[src/design/dts_pkg.sv]
`timescale 1ns / 1ps

package dts_pkg;

  // Scanner mode between characters
  typedef enum logic [1:0] {
    MODE_IDLE  = 2'd0,
    MODE_NUM   = 2'd1,
    MODE_IDENT = 2'd2
  } mode_e;

  // Token codes
  localparam logic [4:0] TK_EOI      = 5'd0;
  localparam logic [4:0] TK_UNKNOWN  = 5'd1;
  localparam logic [4:0] TK_STAR     = 5'd2;
  localparam logic [4:0] TK_QUEST    = 5'd3;
  localparam logic [4:0] TK_PLUS     = 5'd4;
  localparam logic [4:0] TK_BAR      = 5'd5;
  localparam logic [4:0] TK_EQUAL    = 5'd6;
  localparam logic [4:0] TK_LPAREN   = 5'd7;
  localparam logic [4:0] TK_RPAREN   = 5'd8;
  localparam logic [4:0] TK_LBRACKET = 5'd9;
  localparam logic [4:0] TK_RBRACKET = 5'd10;
  localparam logic [4:0] TK_LBRACE   = 5'd11;
  localparam logic [4:0] TK_RBRACE   = 5'd12;
  localparam logic [4:0] TK_COMMA    = 5'd13;
  localparam logic [4:0] TK_SEMI     = 5'd14;
  localparam logic [4:0] TK_PLAYERS  = 5'd15;
  localparam logic [4:0] TK_PIECES   = 5'd16;
  localparam logic [4:0] TK_BSIZE    = 5'd17;
  localparam logic [4:0] TK_BOARD    = 5'd18;
  localparam logic [4:0] TK_RULE     = 5'd19;
  localparam logic [4:0] TK_MACRO    = 5'd20;
  localparam logic [4:0] TK_POST     = 5'd21;
  localparam logic [4:0] TK_NUMBER   = 5'd22;
  localparam logic [4:0] TK_IDENT    = 5'd23;

  // Keyword table, text left-justified and zero padded
  localparam int NUM_KW     = 7;
  localparam int KW_MAX_LEN = 10;

  localparam logic [8*KW_MAX_LEN-1:0] KW_TEXT [NUM_KW] = '{
    {"players", 24'h0},
    {"pieces", 32'h0},
    {"board", "_size"},
    {"board", 40'h0},
    {"rule", 48'h0},
    {"macro", 40'h0},
    {"post", 48'h0}
  };
  localparam logic [3:0] KW_LEN [NUM_KW] = '{
    4'd7, 4'd6, 4'd10, 4'd5, 4'd4, 4'd5, 4'd4
  };
  localparam logic [4:0] KW_CODE [NUM_KW] = '{
    TK_PLAYERS, TK_PIECES, TK_BSIZE, TK_BOARD, TK_RULE, TK_MACRO, TK_POST
  };

  // Character codes
  localparam logic [7:0] CH_NUL   = 8'h00;
  localparam logic [7:0] CH_LF    = 8'h0A;
  localparam logic [7:0] CH_MINUS = 8'h2D;
  localparam logic [7:0] CH_UNDER = 8'h5F;

  // Queue between front and back
  localparam int QUEUE_DEPTH = 4;
  localparam int QPTR_W      = 2;

  typedef struct packed {
    logic [4:0]  code;
    logic [15:0] line;
    logic [15:0] column;
    logic [15:0] length;
    logic [7:0]  first_char;
  } result_t;

  // One queued item: an optional closing token and an optional character token
  typedef struct packed {
    logic    has_close;
    logic    has_char;
    result_t close_r;
    result_t char_r;
  } entry_t;

  function automatic logic is_digit(logic [7:0] c);
    return (c >= 8'h30) && (c <= 8'h39);
  endfunction

  function automatic logic is_alpha(logic [7:0] c);
    return ((c >= 8'h61) && (c <= 8'h7A)) || ((c >= 8'h41) && (c <= 8'h5A));
  endfunction

  function automatic logic is_space(logic [7:0] c);
    return (c == 8'h20) || ((c >= 8'h09) && (c <= 8'h0D));
  endfunction

  function automatic logic [4:0] punct_code(logic [7:0] c);
    logic [4:0] code;
    unique case (c)
      8'h2A:   code = TK_STAR;
      8'h3F:   code = TK_QUEST;
      8'h2B:   code = TK_PLUS;
      8'h7C:   code = TK_BAR;
      8'h3D:   code = TK_EQUAL;
      8'h28:   code = TK_LPAREN;
      8'h29:   code = TK_RPAREN;
      8'h5B:   code = TK_LBRACKET;
      8'h5D:   code = TK_RBRACKET;
      8'h7B:   code = TK_LBRACE;
      8'h7D:   code = TK_RBRACE;
      8'h2C:   code = TK_COMMA;
      8'h3B:   code = TK_SEMI;
      default: code = TK_UNKNOWN;
    endcase
    return code;
  endfunction

endpackage

[src/design/dts_front.sv]
`timescale 1ns / 1ps

module dts_front #(
  parameter int KEYWORD_CHARS = 10,
  parameter int COUNTER_BITS  = 16
) (
  input  logic            clk_i,
  input  logic            rst_ni,
  input  logic            in_valid_i,
  input  logic [7:0]      char_byte_i,
  output logic            in_stall_o,
  input  logic            full_i,
  output logic            push_valid_o,
  output dts_pkg::entry_t push_entry_o
);
  import dts_pkg::*;

  localparam int CW    = COUNTER_BITS;
  localparam int IDX_W = $clog2(KEYWORD_CHARS);

  mode_e         mode_q, mode_d;
  logic [CW-1:0] line_q, line_d;
  logic [CW-1:0] col_q, col_d;
  logic [CW-1:0] tok_line_q, tok_line_d;
  logic [CW-1:0] tok_col_q, tok_col_d;
  logic [CW-1:0] tok_len_q, tok_len_d;
  logic          kw_ovf_q, kw_ovf_d;
  logic [7:0]    kw_buf_q [KEYWORD_CHARS];

  logic             buf_we;
  logic [IDX_W-1:0] buf_widx;
  logic             accept;
  logic [4:0]       ident_code;
  entry_t           entry;

  function automatic logic [CW-1:0] sat_inc(logic [CW-1:0] v);
    return (v == {CW{1'b1}}) ? v : v + CW'(1);
  endfunction

  function automatic logic [15:0] clamp16(logic [CW-1:0] v);
    logic [31:0] w;
    w = 32'(v);
    return (|w[31:16]) ? 16'hFFFF : w[15:0];
  endfunction

  // Stall input while the queue has no room
  assign in_stall_o = full_i;
  assign accept     = in_valid_i & ~full_i;

  // Match the buffered identifier against the keyword table
  always_comb begin
    logic match;
    logic found;
    ident_code = TK_IDENT;
    found      = 1'b0;
    for (int i = 0; i < NUM_KW; i++) begin
      match = (32'(tok_len_q) == 32'(KW_LEN[i]));
      for (int j = 0; j < KW_MAX_LEN; j++) begin
        if ((j < int'(KW_LEN[i])) &&
            (kw_buf_q[IDX_W'(j)] != KW_TEXT[i][8*KW_MAX_LEN-1-8*j -: 8])) begin
          match = 1'b0;
        end
      end
      if (match && !found && !kw_ovf_q) begin
        ident_code = KW_CODE[i];
        found      = 1'b1;
      end
    end
  end

  // Advance location, track the open token and classify the character
  always_comb begin
    logic [7:0]    c;
    logic [CW-1:0] line_n;
    logic [CW-1:0] col_n;
    logic          cont;
    c            = char_byte_i;
    mode_d       = mode_q;
    line_d       = line_q;
    col_d        = col_q;
    tok_line_d   = tok_line_q;
    tok_col_d    = tok_col_q;
    tok_len_d    = tok_len_q;
    kw_ovf_d     = kw_ovf_q;
    buf_we       = 1'b0;
    buf_widx     = tok_len_q[IDX_W-1:0];
    entry        = '0;
    cont         = 1'b0;
    line_n       = line_q;
    col_n        = col_q;

    if (c != CH_NUL) begin
      if (c == CH_LF) begin
        line_n = sat_inc(line_q);
        col_n  = '0;
      end else begin
        col_n = sat_inc(col_q);
      end
    end

    if (accept) begin
      line_d = line_n;
      col_d  = col_n;

      // Extend or close the open token
      unique case (mode_q)
        MODE_NUM: begin
          if (is_digit(c)) begin
            cont      = 1'b1;
            tok_len_d = sat_inc(tok_len_q);
          end else begin
            entry.has_close      = 1'b1;
            entry.close_r.code   = TK_NUMBER;
          end
        end
        MODE_IDENT: begin
          if (is_alpha(c) || is_digit(c) || (c == CH_MINUS) || (c == CH_UNDER)) begin
            cont = 1'b1;
            if (32'(tok_len_q) < 32'(KEYWORD_CHARS)) begin
              buf_we = 1'b1;
            end else begin
              kw_ovf_d = 1'b1;
            end
            tok_len_d = sat_inc(tok_len_q);
          end else begin
            entry.has_close    = 1'b1;
            entry.close_r.code = ident_code;
          end
        end
        default: ;
      endcase
      entry.close_r.line       = clamp16(tok_line_q);
      entry.close_r.column     = clamp16(tok_col_q);
      entry.close_r.length     = clamp16(tok_len_q);
      entry.close_r.first_char = '0;

      // Classify a character that is not part of the open token
      entry.char_r.line   = clamp16(line_n);
      entry.char_r.column = clamp16(col_n);
      if (!cont) begin
        mode_d = MODE_IDLE;
        if (c == CH_NUL) begin
          entry.has_char = 1'b1;
          entry.char_r.code = TK_EOI;
        end else if (is_space(c)) begin
          mode_d = MODE_IDLE;
        end else if (is_digit(c) || (c == CH_MINUS)) begin
          mode_d     = MODE_NUM;
          tok_line_d = line_n;
          tok_col_d  = col_n;
          tok_len_d  = CW'(1);
        end else if (is_alpha(c)) begin
          mode_d     = MODE_IDENT;
          tok_line_d = line_n;
          tok_col_d  = col_n;
          tok_len_d  = CW'(1);
          kw_ovf_d   = 1'b0;
          buf_we     = 1'b1;
          buf_widx   = '0;
        end else begin
          entry.has_char            = 1'b1;
          entry.char_r.code         = punct_code(c);
          entry.char_r.length       = 16'd1;
          entry.char_r.first_char   = c;
        end
      end
    end
  end

  assign push_valid_o = accept & (entry.has_close | entry.has_char);
  assign push_entry_o = entry;

  // Hold scanner state
  always_ff @(posedge clk_i or negedge rst_ni) begin
    if (!rst_ni) begin
      mode_q     <= MODE_IDLE;
      line_q     <= CW'(1);
      col_q      <= '0;
      tok_line_q <= '0;
      tok_col_q  <= '0;
      tok_len_q  <= '0;
      kw_ovf_q   <= 1'b0;
    end else begin
      mode_q     <= mode_d;
      line_q     <= line_d;
      col_q      <= col_d;
      tok_line_q <= tok_line_d;
      tok_col_q  <= tok_col_d;
      tok_len_q  <= tok_len_d;
      kw_ovf_q   <= kw_ovf_d;
    end
  end

  // Keyword buffer: written by the current identifier only
  always_ff @(posedge clk_i) begin
    if (buf_we) begin
      kw_buf_q[buf_widx] <= char_byte_i;
    end
  end

endmodule

[src/design/dts_queue.sv]
`timescale 1ns / 1ps

module dts_queue (
  input  logic            clk_i,
  input  logic            rst_ni,
  input  logic            push_valid_i,
  input  dts_pkg::entry_t push_entry_i,
  output logic            full_o,
  output logic            head_valid_o,
  output dts_pkg::entry_t head_entry_o,
  input  logic            pop_i
);
  import dts_pkg::*;

  entry_t            mem_q [QUEUE_DEPTH];
  logic [QPTR_W-1:0] wr_ptr_q, rd_ptr_q;
  logic [QPTR_W:0]   count_q;
  logic              do_push, do_pop;

  assign full_o       = (count_q == (QPTR_W+1)'(QUEUE_DEPTH));
  assign head_valid_o = (count_q != '0);
  assign head_entry_o = mem_q[rd_ptr_q];
  assign do_push      = push_valid_i & ~full_o;
  assign do_pop       = pop_i & head_valid_o;

  // Advance pointers and occupancy
  always_ff @(posedge clk_i or negedge rst_ni) begin
    if (!rst_ni) begin
      wr_ptr_q <= '0;
      rd_ptr_q <= '0;
      count_q  <= '0;
    end else begin
      if (do_push) begin
        wr_ptr_q <= wr_ptr_q + QPTR_W'(1);
      end
      if (do_pop) begin
        rd_ptr_q <= rd_ptr_q + QPTR_W'(1);
      end
      if (do_push && !do_pop) begin
        count_q <= count_q + (QPTR_W+1)'(1);
      end else if (do_pop && !do_push) begin
        count_q <= count_q - (QPTR_W+1)'(1);
      end
    end
  end

  // Store entries
  always_ff @(posedge clk_i) begin
    if (do_push) begin
      mem_q[wr_ptr_q] <= push_entry_i;
    end
  end

endmodule

[src/design/dts_back.sv]
`timescale 1ns / 1ps

module dts_back (
  input  logic            clk_i,
  input  logic            rst_ni,
  input  logic            head_valid_i,
  input  dts_pkg::entry_t head_entry_i,
  output logic            pop_o,
  output logic            out_valid_o,
  input  logic            out_stall_i,
  output dts_pkg::result_t out_res_o,
  output logic            out_last_o
);
  import dts_pkg::*;

  logic    out_valid_q, out_valid_d;
  logic    phase_q, phase_d;
  result_t out_res_q, out_res_d;
  logic    out_last_q, out_last_d;
  logic    load;

  // Drain the head entry one result per cycle, while the output is not stalled, into the output register
  always_comb begin
    load        = ~out_valid_q | ~out_stall_i;
    out_valid_d = out_valid_q;
    phase_d     = phase_q;
    out_res_d   = out_res_q;
    out_last_d  = out_last_q;
    pop_o       = 1'b0;
    if (load) begin
      out_valid_d = head_valid_i;
      if (head_valid_i) begin
        if (head_entry_i.has_close && !phase_q) begin
          out_res_d  = head_entry_i.close_r;
          out_last_d = ~head_entry_i.has_char;
          if (head_entry_i.has_char) begin
            phase_d = 1'b1;
          end else begin
            pop_o = 1'b1;
          end
        end else begin
          out_res_d  = head_entry_i.char_r;
          out_last_d = 1'b1;
          pop_o      = 1'b1;
          phase_d    = 1'b0;
        end
      end
    end
  end

  always_ff @(posedge clk_i or negedge rst_ni) begin
    if (!rst_ni) begin
      out_valid_q <= 1'b0;
      phase_q     <= 1'b0;
    end else begin
      out_valid_q <= out_valid_d;
      phase_q     <= phase_d;
    end
  end

  // Hold the result payload
  always_ff @(posedge clk_i) begin
    out_res_q  <= out_res_d;
    out_last_q <= out_last_d;
  end

  assign out_valid_o = out_valid_q;
  assign out_res_o   = out_res_q;
  assign out_last_o  = out_last_q;

  // A half-drained entry stays at the queue head
  a_phase_head: assert property (@(posedge clk_i) disable iff (!rst_ni)
    phase_q |-> head_valid_i)
    else $error("second half pending without queue head");

  // End of input is always the final result of its item and has no length
  a_eoi_last: assert property (@(posedge clk_i) disable iff (!rst_ni)
    (out_valid_q && (out_res_q.code == TK_EOI)) |-> (out_last_q && (out_res_q.length == '0)))
    else $error("EOI result malformed");

  // Single-character tokens are one character long
  a_punct_len: assert property (@(posedge clk_i) disable iff (!rst_ni)
    (out_valid_q && (out_res_q.code >= TK_UNKNOWN) && (out_res_q.code <= TK_SEMI))
      |-> (out_res_q.length == 16'd1))
    else $error("punctuation length not one");

endmodule

[src/design/dsl_token_scanner.sv]
`timescale 1ns / 1ps

// Channel  Direction  Handshake               Payload
// input    in         in_valid_i/in_stall_o   char_byte_i
// output   out        out_valid_o/out_stall_i token_code_o, start_line_o, start_column_o,
//                                             token_length_o, first_char_o, last_of_run_o
//
// One character is taken per cycle while in_stall_o is low; each gives zero, one or two results.
// The output side delivers one result per cycle while out_stall_i is low, so an item with two
// results drains more slowly than it is taken in; a four-entry queue between front and back absorbs this.
// The first result passes through the queue and then the output register before it is valid.
// Reset (rst_ni low, asynchronous) returns to idle at line 1, column 0.
// in_stall_o is high only while the queue is full.

module dsl_token_scanner #(
  parameter int KEYWORD_CHARS = 10,
  parameter int COUNTER_BITS  = 16
) (
  input  logic        clk_i,
  input  logic        rst_ni,
  input  logic        in_valid_i,
  output logic        in_stall_o,
  input  logic [7:0]  char_byte_i,
  output logic        out_valid_o,
  input  logic        out_stall_i,
  output logic [4:0]  token_code_o,
  output logic [15:0] start_line_o,
  output logic [15:0] start_column_o,
  output logic [15:0] token_length_o,
  output logic [7:0]  first_char_o,
  output logic        last_of_run_o
);
  import dts_pkg::*;

  logic    push_valid;
  entry_t  push_entry;
  logic    full;
  logic    head_valid;
  entry_t  head_entry;
  logic    pop;
  result_t out_res;

  dts_front #(
    .KEYWORD_CHARS(KEYWORD_CHARS),
    .COUNTER_BITS (COUNTER_BITS)
  ) u_front (
    .clk_i       (clk_i),
    .rst_ni      (rst_ni),
    .in_valid_i  (in_valid_i),
    .char_byte_i (char_byte_i),
    .in_stall_o  (in_stall_o),
    .full_i      (full),
    .push_valid_o(push_valid),
    .push_entry_o(push_entry)
  );

  dts_queue u_queue (
    .clk_i       (clk_i),
    .rst_ni      (rst_ni),
    .push_valid_i(push_valid),
    .push_entry_i(push_entry),
    .full_o      (full),
    .head_valid_o(head_valid),
    .head_entry_o(head_entry),
    .pop_i       (pop)
  );

  dts_back u_back (
    .clk_i       (clk_i),
    .rst_ni      (rst_ni),
    .head_valid_i(head_valid),
    .head_entry_i(head_entry),
    .pop_o       (pop),
    .out_valid_o (out_valid_o),
    .out_stall_i (out_stall_i),
    .out_res_o   (out_res),
    .out_last_o  (last_of_run_o)
  );

  assign token_code_o   = out_res.code;
  assign start_line_o   = out_res.line;
  assign start_column_o = out_res.column;
  assign token_length_o = out_res.length;
  assign first_char_o   = out_res.first_char;

endmodule
[config.mk]
export PLATFORM = sky130hd
export DESIGN_NAME = dsl_token_scanner
export DESIGN_NICKNAME = d
export VERILOG_FILES = /design/src/design/dts_pkg.sv /design/src/design/dts_front.sv /design/src/design/dts_queue.sv /design/src/design/dts_back.sv /design/src/design/dsl_token_scanner.sv
export SDC_FILE = /design/constraint.sdc
export NUM_CORES = 1
export LEC_CHECK = 0
export ABC_AREA = 1
export ABC_CLOCK_PERIOD_IN_PS = 7480
export BUFFER_PORTS_ARGS = -buffer_cell sky130_fd_sc_hd__buf_2
export CELL_PAD_IN_SITES_DETAIL_PLACEMENT = 1
export CELL_PAD_IN_SITES_GLOBAL_PLACEMENT = 1
export CORE_ASPECT_RATIO = 1.4
export CORE_MARGIN = 3
export CORE_UTILIZATION = 51
export CTS_CLUSTER_DIAMETER = 40
export DETAILED_ROUTE_END_ITERATION = 6
export MAX_ROUTING_LAYER = met4
export PLACE_DENSITY = 0.84
export SYNTH_ARGS = -nofsm -noshare
export SYNTH_HDL_FRONTEND = slang
export SYNTH_SLANG_ARGS = --single-unit
[constraint.sdc]
create_clock -name clk_i -period 7.48 [get_ports clk_i]
set_input_delay 0.748 -clock clk_i [delete_from_list [all_inputs] [get_ports clk_i]]
set_output_delay 0.748 -clock clk_i [all_outputs]
set_load 0.02 [all_outputs]
==> results of run 1 <==
-- critical path, cell delays in order (launching register included) --
cell     delay [ns]
dfrtp_4        0.75
buf_4          0.76
o21ai_0        0.25
o22ai_1        0.24
nand2_1        0.62
inv_2          0.24
nand2_1        0.13
nand2_1        0.15
ha_1           0.19
inv_1          0.09
fa_1           0.48
a21oi_1        0.19
o21ai_0        0.14
xor2_1         0.17
-- layout by cell type, fill, tap and decap left out, drive strengths merged, types with 2 or more instances in the layout --
cell type / n
a21oi: 35
o22ai: 72
a31oi: 41
clkinvlp: 2
clkbuf: 89
ha: 13
nand2: 244
nor3: 34
or2: 5
nor4: 14
edfxtp: 542
bufinv: 8
buf: 94
nand4: 31
nor3b: 3
nor2: 517
inv: 229
nand3b: 3
dfrtp: 91
xor2: 21
o21ai: 280
nand3: 71
xnor2: 2
clkinv: 17
-- cells by family (layout without fill, tap and decap cells) --
group,count (synthesis),count (layout)
AOI/OAI and AO/OA,437,437
xor gates and xnor gates,23,23
adders and majority gates,14,14
buffers and inverters,325,439
DFF,634,634
muxes,1,1
and+or+nand+nor,924,924
-- layout make-up --
class | count | area (um^2) | share of cell area [%]
Sequential cell | 634 | 18590 | 61.83
Multi-Input combinational cell | 1399 | 6909 | 22.98
Clock buffer | 89 | 1917 | 6.377
Inverter | 222 | 843.3 | 2.805
Tap cell | 650 | 813.3 | 2.706
Timing Repair Buffer | 94 | 520.5 | 1.732
Clock inverter | 34 | 470.5 | 1.565
-- power by group through the flow --
stage                     registers [mW]  logic [mW]  clock network (mW)
after floorplan                     5.28        2.01                   0
after global placement              5.12        3.06                   0
after detailed placement            5.17        3.30                   0
after CTS                           5.12        3.39                3.61
after global routing                5.17        3.70                3.76
final                               5.12        3.37                3.57
-- flip-flops by register name (all words and copies together) (netlist names) --
name and flops:
u_front.tok_len_q 16, u_queue.rd_ptr_q 2, u_queue.mem_q 400, u_front.kw_ovf_q 1
u_front.tok_line_q 16, u_back.phase_q 1, u_front.col_q 16, u_back.out_valid_o 1
u_front.mode_q 2, u_queue.count_q 3, u_front.line_q 16, u_back.out_last_o 1
u_front.kw_buf_q 80, u_front.tok_col_q 16, u_back.out_res_o 61, u_queue.wr_ptr_q 2
-- path summary, 6_finish.rpt --
kind / end / cells after the start / from / slack, ns
worst min-delay path: u_front.line_q[8]$_DFFE_PN0P_ / 1 / rst_ni / 0.06
worst max register to register: u_queue.count_q[2]$_DFFE_PN0P_ / 13 / u_queue.rd_ptr_q[0]$_DFFE_PN0P_ / 2.81
worst min register to register: u_front.tok_line_q[6]$_DFFE_PN0P_ / 2 / u_front.tok_line_q[6]$_DFFE_PN0P_ / 0.53
max in group asynchronous: u_queue.rd_ptr_q[0]$_DFFE_PN0P_ / 2 / rst_ni / 5.94
min in group clk_i: u_back.out_valid_o$_DFFE_PN0N_ / 3 / out_stall_i / 0.41
worst max-delay path: u_queue.count_q[2]$_DFFE_PN0P_ / 13 / u_queue.rd_ptr_q[0]$_DFFE_PN0P_ / 2.81
-- per-layer routing --
metal	wire [um]	global-route usage (%)	part of all wire, %	vias to the layer above
li1	-	-	-	8294
met1	27190	29.81	36	9392
met2	41050	51.23	55	528
met3	3272	3.785	4.4	211
met4	3376	12.89	4.5	0
met5	0	-	0	-
-- stage by stage --
step / setup WS (ns) / instance area (um^2) / hold WS [ns] / std cells / power (mW)
after global placement: 3.116 / 27670 / 0.4802 / 2999 / 8.185
after global routing: 2.624 / 30060 / 0.06654 / 3122 / 12.63
after CTS: 2.848 / 30060 / 0.04962 / 3122 / 12.12
after floorplan: 0.7025 / 26760 / 0.4459 / 2358 / 7.292
final: 2.812 / 30060 / 0.06015 / 3122 / 12.06
after detailed placement: 2.936 / 27670 / 0.5091 / 2999 / 8.465
==> impl_metrics.py, run 1 <==
metrics = {
    "outcome": {
        "status": "completed",
    },
    "global_route": {
        "antenna_found_initial": 0,
        "grt_max_degree": 87,
        "grt_pass1_wl_um": 114900,
        "grt_overflow": 0,
        "track_usage_pct": 28.07,
        "grt_pass1_vias": 20343,
    },
    "logic_synthesis": {
        "synth_top_area_share_pct": 60.82,
        "netlist_instances": 2358,
        "ys_ff_latch": 634,
        "synth.yosys.warnings": 0,
        "synth_area_um2": 26760,
        "synth_cell_types": 55,
        "muxShareOfSynthArea_pct": 0.04208,
        "synth_edf_count": 542,
        "yosys.area.top_type": "edfxtp_1",
        "synth_common_cells": "542 x edfxtp_1, 508 x nor2_1, 274 x o21ai_0",
        "synth_xor_area_share_pct": 0.7527,
        "synthSimpleGateAreaFrac_pct": 14.69,
        "synth_top_family_by_area": "simple AND/OR/NAND/NOR gates",
        "synth_ff_type": "edfxtp_1",
        "synth_nets": 2384,
        "synthArstFlopShare_pct": 14.51,
        "yosys-top-cells-area": "edfxtp_1 61%, dfrtp_1 8.5%, nor2_1 7.1%, o21ai_0 5.1%, nand2_1 3.3%",
        "synth_seq_area_share_pct": 69.42,
        "synth-compound-area-share_pct": 9.482,
        "synthAdderAreaFrac_pct": 0.6826,
        "synthMostInstantiatedCell": "edfxtp_1",
        "syn_avg_cell_area_um2": 11.35,
    },
    "power": {
        "p_sw_mw": 4.299,
        "power_frac_clock_pct": 29.6,
        "p_int_mw": 7.760,
        "combPwrFrac_pct": 28.0,
        "ir_drop_mv": 0.2474,
        "p_sw_share_pct": 35.65,
        "seq_power_share_pct": 42.5,
        "power.leakage_nw": 11.19,
        "p_per_area_nw_per_um2": 401.2,
    },
    "routing": {
        "ant_nets": 0,
        "drc": 0,
        "drt-total-wl_um": 74880,
        "via_count": 18425,
        "vias_per_cell": 5.902,
        "drtIter0Drc": 1279,
        "post_drt_wl_per_cell_um": 23.99,
        "dr.pass1.iters": 5,
    },
    "final_layout": {
        "fin_util_pct": 58.37,
        "nFillCells": 5236,
        "diodes": 0,
        "nets": 2445,
        "area_growth_pct": 12.32,
        "drive_above_1_share_pct": 11.41,
    },
    "setup_path": {
        "path_max_fanout": 86,
        "start_kind": "register",
        "cp-end-kind": "register",
        "crit_type": "reg -> reg",
        "worstPathArrival_ns": 5.13,
        "cp_data_required_time_ns": 7.95,
    },
    "cts": {
        "cts.htree.levels": 3,
        "cts-root-buf": "clkbuf_16",
        "postCtsSetupRepairBufs": 0,
        "numCtsBuffers": 68,
        "cts_resized": 0,
        "cts.sinks": 634,
        "ctsHoldBuffers": 0,
        "clk_latency_ns": 0.61,
        "clk_pin_slew_ns": 0.06,
        "cts_buffer_depth": 3,
        "cts_tree": "done",
    },
    "timing": {
        "period_share_pct": 62.41,
        "worstMarginPinSlew_ns": 1.269,
        "timing.fmax_mhz": 214.2,
        "finClkSkew_ns": 0.02719,
        "min_period_ns": 4.668,
        "setup_viol": 0,
        "fin_setup_tns_ns": 0,
        "drv_slew": 0,
        "max_slew_margin_pct": 14.74,
        "rsz0062_at_grt": "no",
        "final-hold-violation-count": 0,
    },
    "die": {
        "rows": 98,
        "die_y_um": 277.0,
        "coreArea_um2": 51500,
        "start_util_pct": 51.97,
        "num_io_pins": 76,
        "die_w_um": 199.6,
        "dieArea_um2": 55300,
    },
    "job": {
        "maxCapViolCount": 0,
    },
    "placement": {
        "io_buffers": 75,
        "gp_congestion": 0.8913,
        "dpl.hpwl_um": 45280,
    },
    "min_path": {
        "hp-class": "in -> async",
    },
}
(Power assumes the default switching activity.)
==> run 2: changes to the inputs <==
--- a/config.mk
+++ b/config.mk
@@ -5,18 +5,18 @@
 export SDC_FILE = /design/constraint.sdc
 export NUM_CORES = 1
 export LEC_CHECK = 0
-export ABC_AREA = 1
-export ABC_CLOCK_PERIOD_IN_PS = 7480
+export ABC_AREA = 0
+export ABC_CLOCK_PERIOD_IN_PS = 3800
 export BUFFER_PORTS_ARGS = -buffer_cell sky130_fd_sc_hd__buf_2
 export CELL_PAD_IN_SITES_DETAIL_PLACEMENT = 1
 export CELL_PAD_IN_SITES_GLOBAL_PLACEMENT = 1
 export CORE_ASPECT_RATIO = 1.4
 export CORE_MARGIN = 3
-export CORE_UTILIZATION = 51
+export CORE_UTILIZATION = 48
 export CTS_CLUSTER_DIAMETER = 40
 export DETAILED_ROUTE_END_ITERATION = 6
 export MAX_ROUTING_LAYER = met4
-export PLACE_DENSITY = 0.84
+export PLACE_DENSITY = 0.79
 export SYNTH_ARGS = -nofsm -noshare
 export SYNTH_HDL_FRONTEND = slang
 export SYNTH_SLANG_ARGS = --single-unit
==> constraint.sdc (replaced) <==
create_clock -name clk_i -period 3.8 [get_ports clk_i]
set_input_delay 0.38 -clock clk_i [delete_from_list [all_inputs] [get_ports clk_i]]
set_output_delay 0.38 -clock clk_i [all_outputs]
set_load 0.02 [all_outputs]
==> run 2 against run 1 <==
  * Flip-flop and latch count unchanged
  * Design area fell by 1.7%
  * Via count decreased by 22%
  * Critical endpoint is now u_back.out_res_o[3]$_SDFFCE_PP0P_
  * Wire length is 17% lower
  * Register-to-register slack got worse by 2.0 ns
  * Setup slack worse by 2.0 ns
  * Die area is 2.1% higher
  * Fmax rose by 55%
  * Combinational power increased by 67%
  * Clock power increased by 86%
  * Worst hold slack improved by 0.010 ns
  * Total power rose by 81%
==> impl_metrics.py, run 2 <==
metrics = {
    "outcome": {
        "status": "completed",
    },
    "die": {
        "num_io_pins": 76,
        "dieArea_um2": 56450,
        "die_w_um": 201.7,
        "rows": 99,
        "start_util_pct": 48.98,
        "die_y_um": 279.9,
        "coreArea_um2": 52520,
    },
    "global_route": {
        "track_usage_pct": 22.95,
        "grt_pass1_vias": 15724,
        "antenna_found_initial": 0,
        "grt_overflow": 0,
        "grt_pass1_wl_um": 96380,
        "grt_max_degree": 71,
    },
    "cts": {
        "cts_buffer_depth": 3,
        "cts-root-buf": "clkbuf_16",
        "clk_pin_slew_ns": 0.06,
        "cts_resized": 0,
        "numCtsBuffers": 69,
        "cts.sinks": 634,
        "clk_latency_ns": 0.60,
        "cts.htree.levels": 3,
        "cts_tree": "done",
    },
    "power": {
        "power.leakage_nw": 10.83,
        "p_per_area_nw_per_um2": 737.9,
        "ir_drop_mv": 0.5586,
    },
    "logic_synthesis": {
        "netlist_instances": 1517,
        "synth_common_cells": "542 x edfxtp_1, 100 x mux4_2, 95 x nand2_1",
        "syn_avg_cell_area_um2": 16.96,
        "synth_ff_type": "edfxtp_1",
        "synth_cell_types": 77,
        "synth_top_area_share_pct": 63.27,
        "synth.yosys.warnings": 0,
        "synthMostInstantiatedCell": "edfxtp_1",
        "synth_nets": 1543,
        "yosys-top-cells-area": "edfxtp_1 63%, dfrtp_1 8.9%, mux4_2 8.8%, mux2_2 1.8%, and3_1 1.7%",
        "synth_edf_count": 542,
        "synth_area_um2": 25730,
        "ys_ff_latch": 634,
        "yosys.area.top_type": "edfxtp_1",
        "synthArstFlopShare_pct": 14.51,
        "synth_seq_area_share_pct": 72.22,
    },
    "setup_path": {
        "crit_type": "reg -> reg",
        "rr_worst_depth": 4,
        "reg2reg_from": "u_queue.rd_ptr_q[0]$_DFFE_PN0P_",
        "start_kind": "register",
        "path_max_fanout": 70,
        "crit_top_cell": "buf_4",
        "slowest_stage": "buf_4",
        "crit_chain": "buf_4 -> buf_4 -> mux4_2 -> and2_1",
        "cp_slowest_stage_delay_ns": 0.98,
        "worstPathArrival_ns": 3.37,
        "cp-end-kind": "register",
        "rrSetupSlack_ns": 0.78,
        "cp_data_required_time_ns": 4.15,
        "reg2reg_to": "u_back.out_res_o[3]$_SDFFCE_PP0P_",
    },
    "final_layout": {
        "fin_util_pct": 56.27,
        "area_growth_pct": 14.88,
        "nets": 1668,
        "largest_register_ffs": 400,
        "final_common_cell": "edfxtp_1",
        "drive_above_1_share_pct": 24.41,
        "final_cell_mix": "542 x edfxtp_1, 100 x mux4_2, 93 x nand2_1, 89 x dfrtp_1, 74 x buf_2",
        "largest_register": "u_queue.mem_q",
        "diodes": 0,
    },
    "timing": {
        "drv_slew": 0,
        "max_slew_margin_pct": 24.51,
        "min_period_ns": 3.020,
        "timing.fmax_mhz": 331.1,
        "finClkSkew_ns": 0.02944,
        "setup_viol": 0,
        "rsz0062_at_grt": "no",
        "worstMarginPinSlew_ns": 1.132,
        "hold_slack_ns": 0.07015,
        "final-hold-violation-count": 0,
        "period_share_pct": 79.48,
    },
    "routing": {
        "drt-total-wl_um": 61940,
        "drtIter0Drc": 987,
        "dr.pass1.iters": 5,
        "vias_per_cell": 6.015,
        "post_drt_wl_per_cell_um": 25.77,
        "via_count": 14453,
        "drc": 0,
        "ant_nets": 0,
    },
    "min_path": {
        "hold_end": "u_back.out_valid_o$_DFFE_PN0N_",
        "min_path_cells": 3,
        "hp-class": "in -> reg",
        "holdCritStartpoint": "out_stall_i",
    },
    "placement": {
        "dpl.hpwl_um": 38840,
        "gp_congestion": 0.8711,
        "io_buffers": 75,
    },
    "job": {
        "maxCapViolCount": 0,
    },
}
==> run 2: worst max-delay path: cells and delay by family, from the launching register on <==
kind | cells | cell delay, ns
buffers and inverters | 2 | 1.47
DFF | 1 | 0.42
muxes | 1 | 0.65
and+or+nand+nor | 1 | 0.18
==> run 2: cell type report <==
| cell class | instances | area (um^2) |
|---|---|---|
| Fill cell | 4807 | 22970 |
| Sequential cell | 634 | 18580 |
| Multi-Input combinational cell | 784 | 6777 |
| Clock buffer | 80 | 1831 |
| Timing Repair Buffer | 132 | 958.4 |
| Tap cell | 707 | 884.6 |
| Clock inverter | 45 | 441.7 |
| Inverter | 21 | 78.83 |
==> run 2: worst max-delay path by stage <==
| stage | from | endpoint | slack, ns | cells after the start |
|---|---|---|---|---|
| floorplan | char_byte_i[2] | u_queue.mem_q[0][0]$_DFFE_PP_ | -0.07 | 10 |
| global placement | char_byte_i[1] | u_queue.count_q[2]$_DFFE_PN0P_ | 0.37 | 13 |
| detailed placement | char_byte_i[2] | u_queue.count_q[2]$_DFFE_PN0P_ | 0.25 | 14 |
| CTS | u_queue.rd_ptr_q[0]$_DFFE_PN0P_ | u_back.out_res_o[4]$_SDFFCE_PP0P_ | 0.70 | 4 |
| global route | char_byte_i[2] | u_queue.count_q[2]$_DFFE_PN0P_ | 0.51 | 14 |
| finish | u_queue.rd_ptr_q[0]$_DFFE_PN0P_ | u_back.out_res_o[3]$_SDFFCE_PP0P_ | 0.78 | 4 |
==> run 2: per-layer routing <==
| layer | vias up | GRT usage [%] | part of all wire [%] |
|---|---|---|---|
| met3 | 139 | 3.266 | 4.4 |
| li1 | 6261 | - | - |
| met2 | 420 | 40.79 | 54 |
| met1 | 7633 | 26.96 | 38 |
| met5 | - | - | 0 |
| met4 | 0 | 7.877 | 3.3 |
==> run 2: what timing repair did <==
item,4_1_cts,5_1_grt
buffers inserted,0,0
endpoints found under the hold margin,28,0
hold buffers,1,0
==> run 2: logic make-up (layout without fill, tap and decap cells) <==
kind of cell	after synthesis	count (layout)	synth area share, %
xor gates and xnor gates	36	36	1.226
buffers and inverters	99	278	1.561
AOI/OAI and AO/OA	140	140	3.794
adders and majority gates	14	14	0.7101
muxes	149	149	10.86
DFF	634	634	72.22
and+or+nand+nor	445	445	9.630
==> run 2: per-stage QoR <==
stage | instance area (um^2) | std cells | power [mW] | setup WS [ns] | setup TNS (ns)
2_1_floorplan | 25730 | 1517 | 13.36 | -0.07411 | -29.64
3_3_place_gp | 27270 | 2277 | 15.12 | 0.3666 | 0
3_5_place_dp | 27270 | 2277 | 15.40 | 0.2540 | 0
4_1_cts | 29550 | 2403 | 22.09 | 0.7015 | 0
5_1_grt | 29550 | 2403 | 22.75 | 0.5145 | 0
6_report | 29550 | 2403 | 21.81 | 0.7798 | 0
==> run 2: power by group <==
part / switching (mW) / total, mW / internal [mW]
logic: 3.32 / 5.63 / 2.31
registers: 0.403 / 9.53 / 9.13
clock network: 2.84 / 6.65 / 3.81
total: 6.56 / 21.8 / 15.3
==> run 3: changes to the inputs <==
--- a/config.mk
+++ b/config.mk
@@ -5,18 +5,18 @@
 export SDC_FILE = /design/constraint.sdc
 export NUM_CORES = 1
 export LEC_CHECK = 0
-export ABC_AREA = 0
-export ABC_CLOCK_PERIOD_IN_PS = 3800
+export ABC_AREA = 1
+export ABC_CLOCK_PERIOD_IN_PS = 2400
 export BUFFER_PORTS_ARGS = -buffer_cell sky130_fd_sc_hd__buf_2
 export CELL_PAD_IN_SITES_DETAIL_PLACEMENT = 1
 export CELL_PAD_IN_SITES_GLOBAL_PLACEMENT = 1
 export CORE_ASPECT_RATIO = 1.4
 export CORE_MARGIN = 3
-export CORE_UTILIZATION = 48
+export CORE_UTILIZATION = 46
 export CTS_CLUSTER_DIAMETER = 40
 export DETAILED_ROUTE_END_ITERATION = 6
 export MAX_ROUTING_LAYER = met4
-export PLACE_DENSITY = 0.79
+export PLACE_DENSITY = 0.8
 export SYNTH_ARGS = -nofsm -noshare
 export SYNTH_HDL_FRONTEND = slang
 export SYNTH_SLANG_ARGS = --single-unit
==> constraint.sdc (replaced) <==
create_clock -name clk_i -period 2.4 [get_ports clk_i]
set_input_delay 0.24 -clock clk_i [delete_from_list [all_inputs] [get_ports clk_i]]
set_output_delay 0.24 -clock clk_i [all_outputs]
set_load 0.02 [all_outputs]
==> run 3 against run 2 <==
  * Via count up 36%
  * Die area up 8.3%
  * Worst hold slack better by 0.031 ns
  * Register-to-register slack worse by 0.70 ns
==> impl_metrics.py, run 3 (synthesis gave the netlist of run 1 again) <==
metrics = {
    "timing": {
        "final-hold-violation-count": 0,
        "period_share_pct": 96.69,
        "drv_slew": 0,
        "max_slew_margin_pct": 39.95,
        "hold_slack_ns": 0.1011,
        "fin_setup_tns_ns": 0,
        "min_period_ns": 2.321,
        "rsz0062_at_grt": "yes",
        "finClkSkew_ns": 0.03019,
        "worstMarginPinSlew_ns": 0.9008,
        "timing.fmax_mhz": 430.9,
        "setup_viol": 0,
    },
    "die": {
        "num_io_pins": 76,
        "rows": 104,
        "start_util_pct": 46.53,
        "die_y_um": 291.4,
        "die_w_um": 209.9,
        "dieArea_um2": 61150,
        "coreArea_um2": 57520,
    },
    "power": {
        "p_per_area_nw_per_um2": 1212,
        "ir_drop_mv": 0.8270,
        "power.leakage_nw": 12.51,
    },
    "placement": {
        "dpl.hpwl_um": 51500,
        "gp_congestion": 0.9025,
        "io_buffers": 75,
    },
    "min_path": {
        "min_path_cells": 2,
        "hp-class": "in -> reg",
    },
    "setup_path": {
        "path_max_fanout": 6,
        "crit_type": "reg -> reg",
        "cp_num_cells": 11,
        "critical_path_buf_inv_count": 3,
        "worstPathArrival_ns": 2.82,
        "slowest_stage": "dfrtp_4",
        "cp_top_family": "adder cells",
        "crit_chain": "buf_4 -> nor2_2 -> o22ai_1 -> nand2_1 -> inv_2 -> nand2_2 -> nand2_2 -> ha_1 -> inv_2 -> fa_2 -> mux2_2",
        "start_kind": "register",
        "cp-end-kind": "register",
        "cp_data_required_time_ns": 2.90,
        "cp_slowest_stage_delay_ns": 0.53,
        "rr_worst_depth": 11,
    },
    "final_layout": {
        "final_common_cell": "edfxtp_1",
        "largest_register": "u_queue.mem_q",
        "diodes": 0,
        "largest_register_ffs": 400,
        "nets": 2683,
        "seq_area_um2": 18590,
        "drive_above_1_share_pct": 21.67,
        "final_cell_mix": "542 x edfxtp_1, 482 x nor2_1, 271 x o21ai_0, 224 x nand2_1, 218 x buf_4",
        "nFillCells": 5941,
        "multi_input_area_um2": 7163,
        "area_growth_pct": 22.24,
    },
    "routing": {
        "dr.pass1.iters": 5,
        "drtIter0Drc": 1285,
        "via_count": 19592,
        "ant_nets": 0,
        "vias_per_cell": 5.662,
        "drt-total-wl_um": 81050,
        "drc": 0,
        "post_drt_wl_per_cell_um": 23.43,
    },
    "cts": {
        "numCtsBuffers": 73,
        "clk_latency_ns": 0.64,
        "clk_pin_slew_ns": 0.06,
        "cts-root-buf": "clkbuf_16",
        "cts_buffer_depth": 3,
        "cts.htree.levels": 3,
        "cts_tree": "done",
        "cts.sinks": 634,
    },
    "global_route": {
        "grt_pass1_wl_um": 124700,
        "antenna_found_initial": 0,
        "grt_max_degree": 89,
        "track_usage_pct": 27.17,
        "grt_overflow": 0,
        "grt_pass1_vias": 21986,
    },
    "job": {
        "maxCapViolCount": 0,
    },
    "outcome": {
        "status": "completed",
    },
}
-- run 3: cell count changes in the layout (fill, tap and decap cells not counted), sizes merged, moves of 19 or more --
| cell | before | now |
|---|---|---|
| a21o | 19 | 0 |
| a31oi | 8 | 41 |
| and2 | 28 | 1 |
| and3 | 69 | 0 |
| buf | 131 | 325 |
| inv | 33 | 237 |
| mux2 | 41 | 1 |
| mux4 | 100 | 0 |
| nand2 | 95 | 244 |
| nand3 | 41 | 71 |
| nor2 | 69 | 517 |
| o21ai | 38 | 280 |
| o22ai | 2 | 72 |
-- run 3: cell type report --
type	instances	area share, %
repair buffers	327	8.077
well taps	742	2.838
multi-input cells	1399	21.90
inverters	222	2.700
clock inverters	51	1.813
flip-flops and latches	634	56.82
clock buffers	85	5.852
-- run 3: metal layers --
layer	up-vias	routed length, um	GRT usage, %
li1	8794	-	-
met1	9947	29580	28.88
met2	608	44000	49.13
met3	243	3218	3.180
met4	0	4253	14.63
met5	-	0	-
-- run 3: final timing paths --
| check | from | end | slack, ns |
|---|---|---|---|
| max | u_queue.rd_ptr_q[0]$_DFFE_PN0P_ | u_queue.count_q[1]$_DFFE_PN0P_ | 0.08 |
| min | char_byte_i[5] | u_front.kw_buf_q[3][5]$_DFFE_PP_ | 0.10 |
| max reg2reg | u_queue.rd_ptr_q[0]$_DFFE_PN0P_ | u_queue.count_q[1]$_DFFE_PN0P_ | 0.08 |
| min reg2reg | u_front.tok_line_q[5]$_DFFE_PN0P_ | u_front.tok_line_q[5]$_DFFE_PN0P_ | 0.53 |
| max in group asynchronous | rst_ni | u_front.line_q[0]$_DFFE_PN1P_ | 1.50 |
| min in group asynchronous | rst_ni | u_front.tok_line_q[12]$_DFFE_PN0P_ | 0.17 |
-- run 3: per-stage QoR --
step	power, mW	utilization [%]	std cells	setup WS, ns	instance area (um^2)
after floorplan	22.65	-	2358	-0.9114	26910
after global placement	26.86	51.92	3309	-0.3761	29860
after detailed placement	27.72	51.92	3309	-0.3671	29860
after CTS	39.72	56.61	3456	0.01163	32560
after global routing	41.43	56.88	3460	-0.04008	32720
final	39.66	56.88	3460	0.07942	32720
-- run 3: worst register-to-register path, cell delays in order, from the launching register on --
cell and delay, ns:
dfrtp_4 0.53, buf_4 0.18, nor2_2 0.10, o22ai_1 0.09, nand2_1 0.11, inv_2 0.05
nand2_2 0.08, nand2_2 0.07, ha_1 0.21, inv_2 0.06, fa_2 0.43, mux2_2 0.28
-- run 3: power by group --
| part | internal, mW | switching, mW | total [mW] |
|---|---|---|---|
| clock | 6.75 | 4.81 | 11.6 |
| sequential | 14.8 | 0.902 | 15.7 |
| combinational | 3.87 | 8.51 | 12.4 |
| total | 25.4 | 14.2 | 39.7 |
-- run 3: repair_timing --
item	4_1_cts	5_1_grt
endpoints found under the hold margin	30	0
pin swaps	6	9
hold buffers	2	0
buffers inserted	9	4
endpoints found under the setup margin	257	165
gates resized for setup	35	37
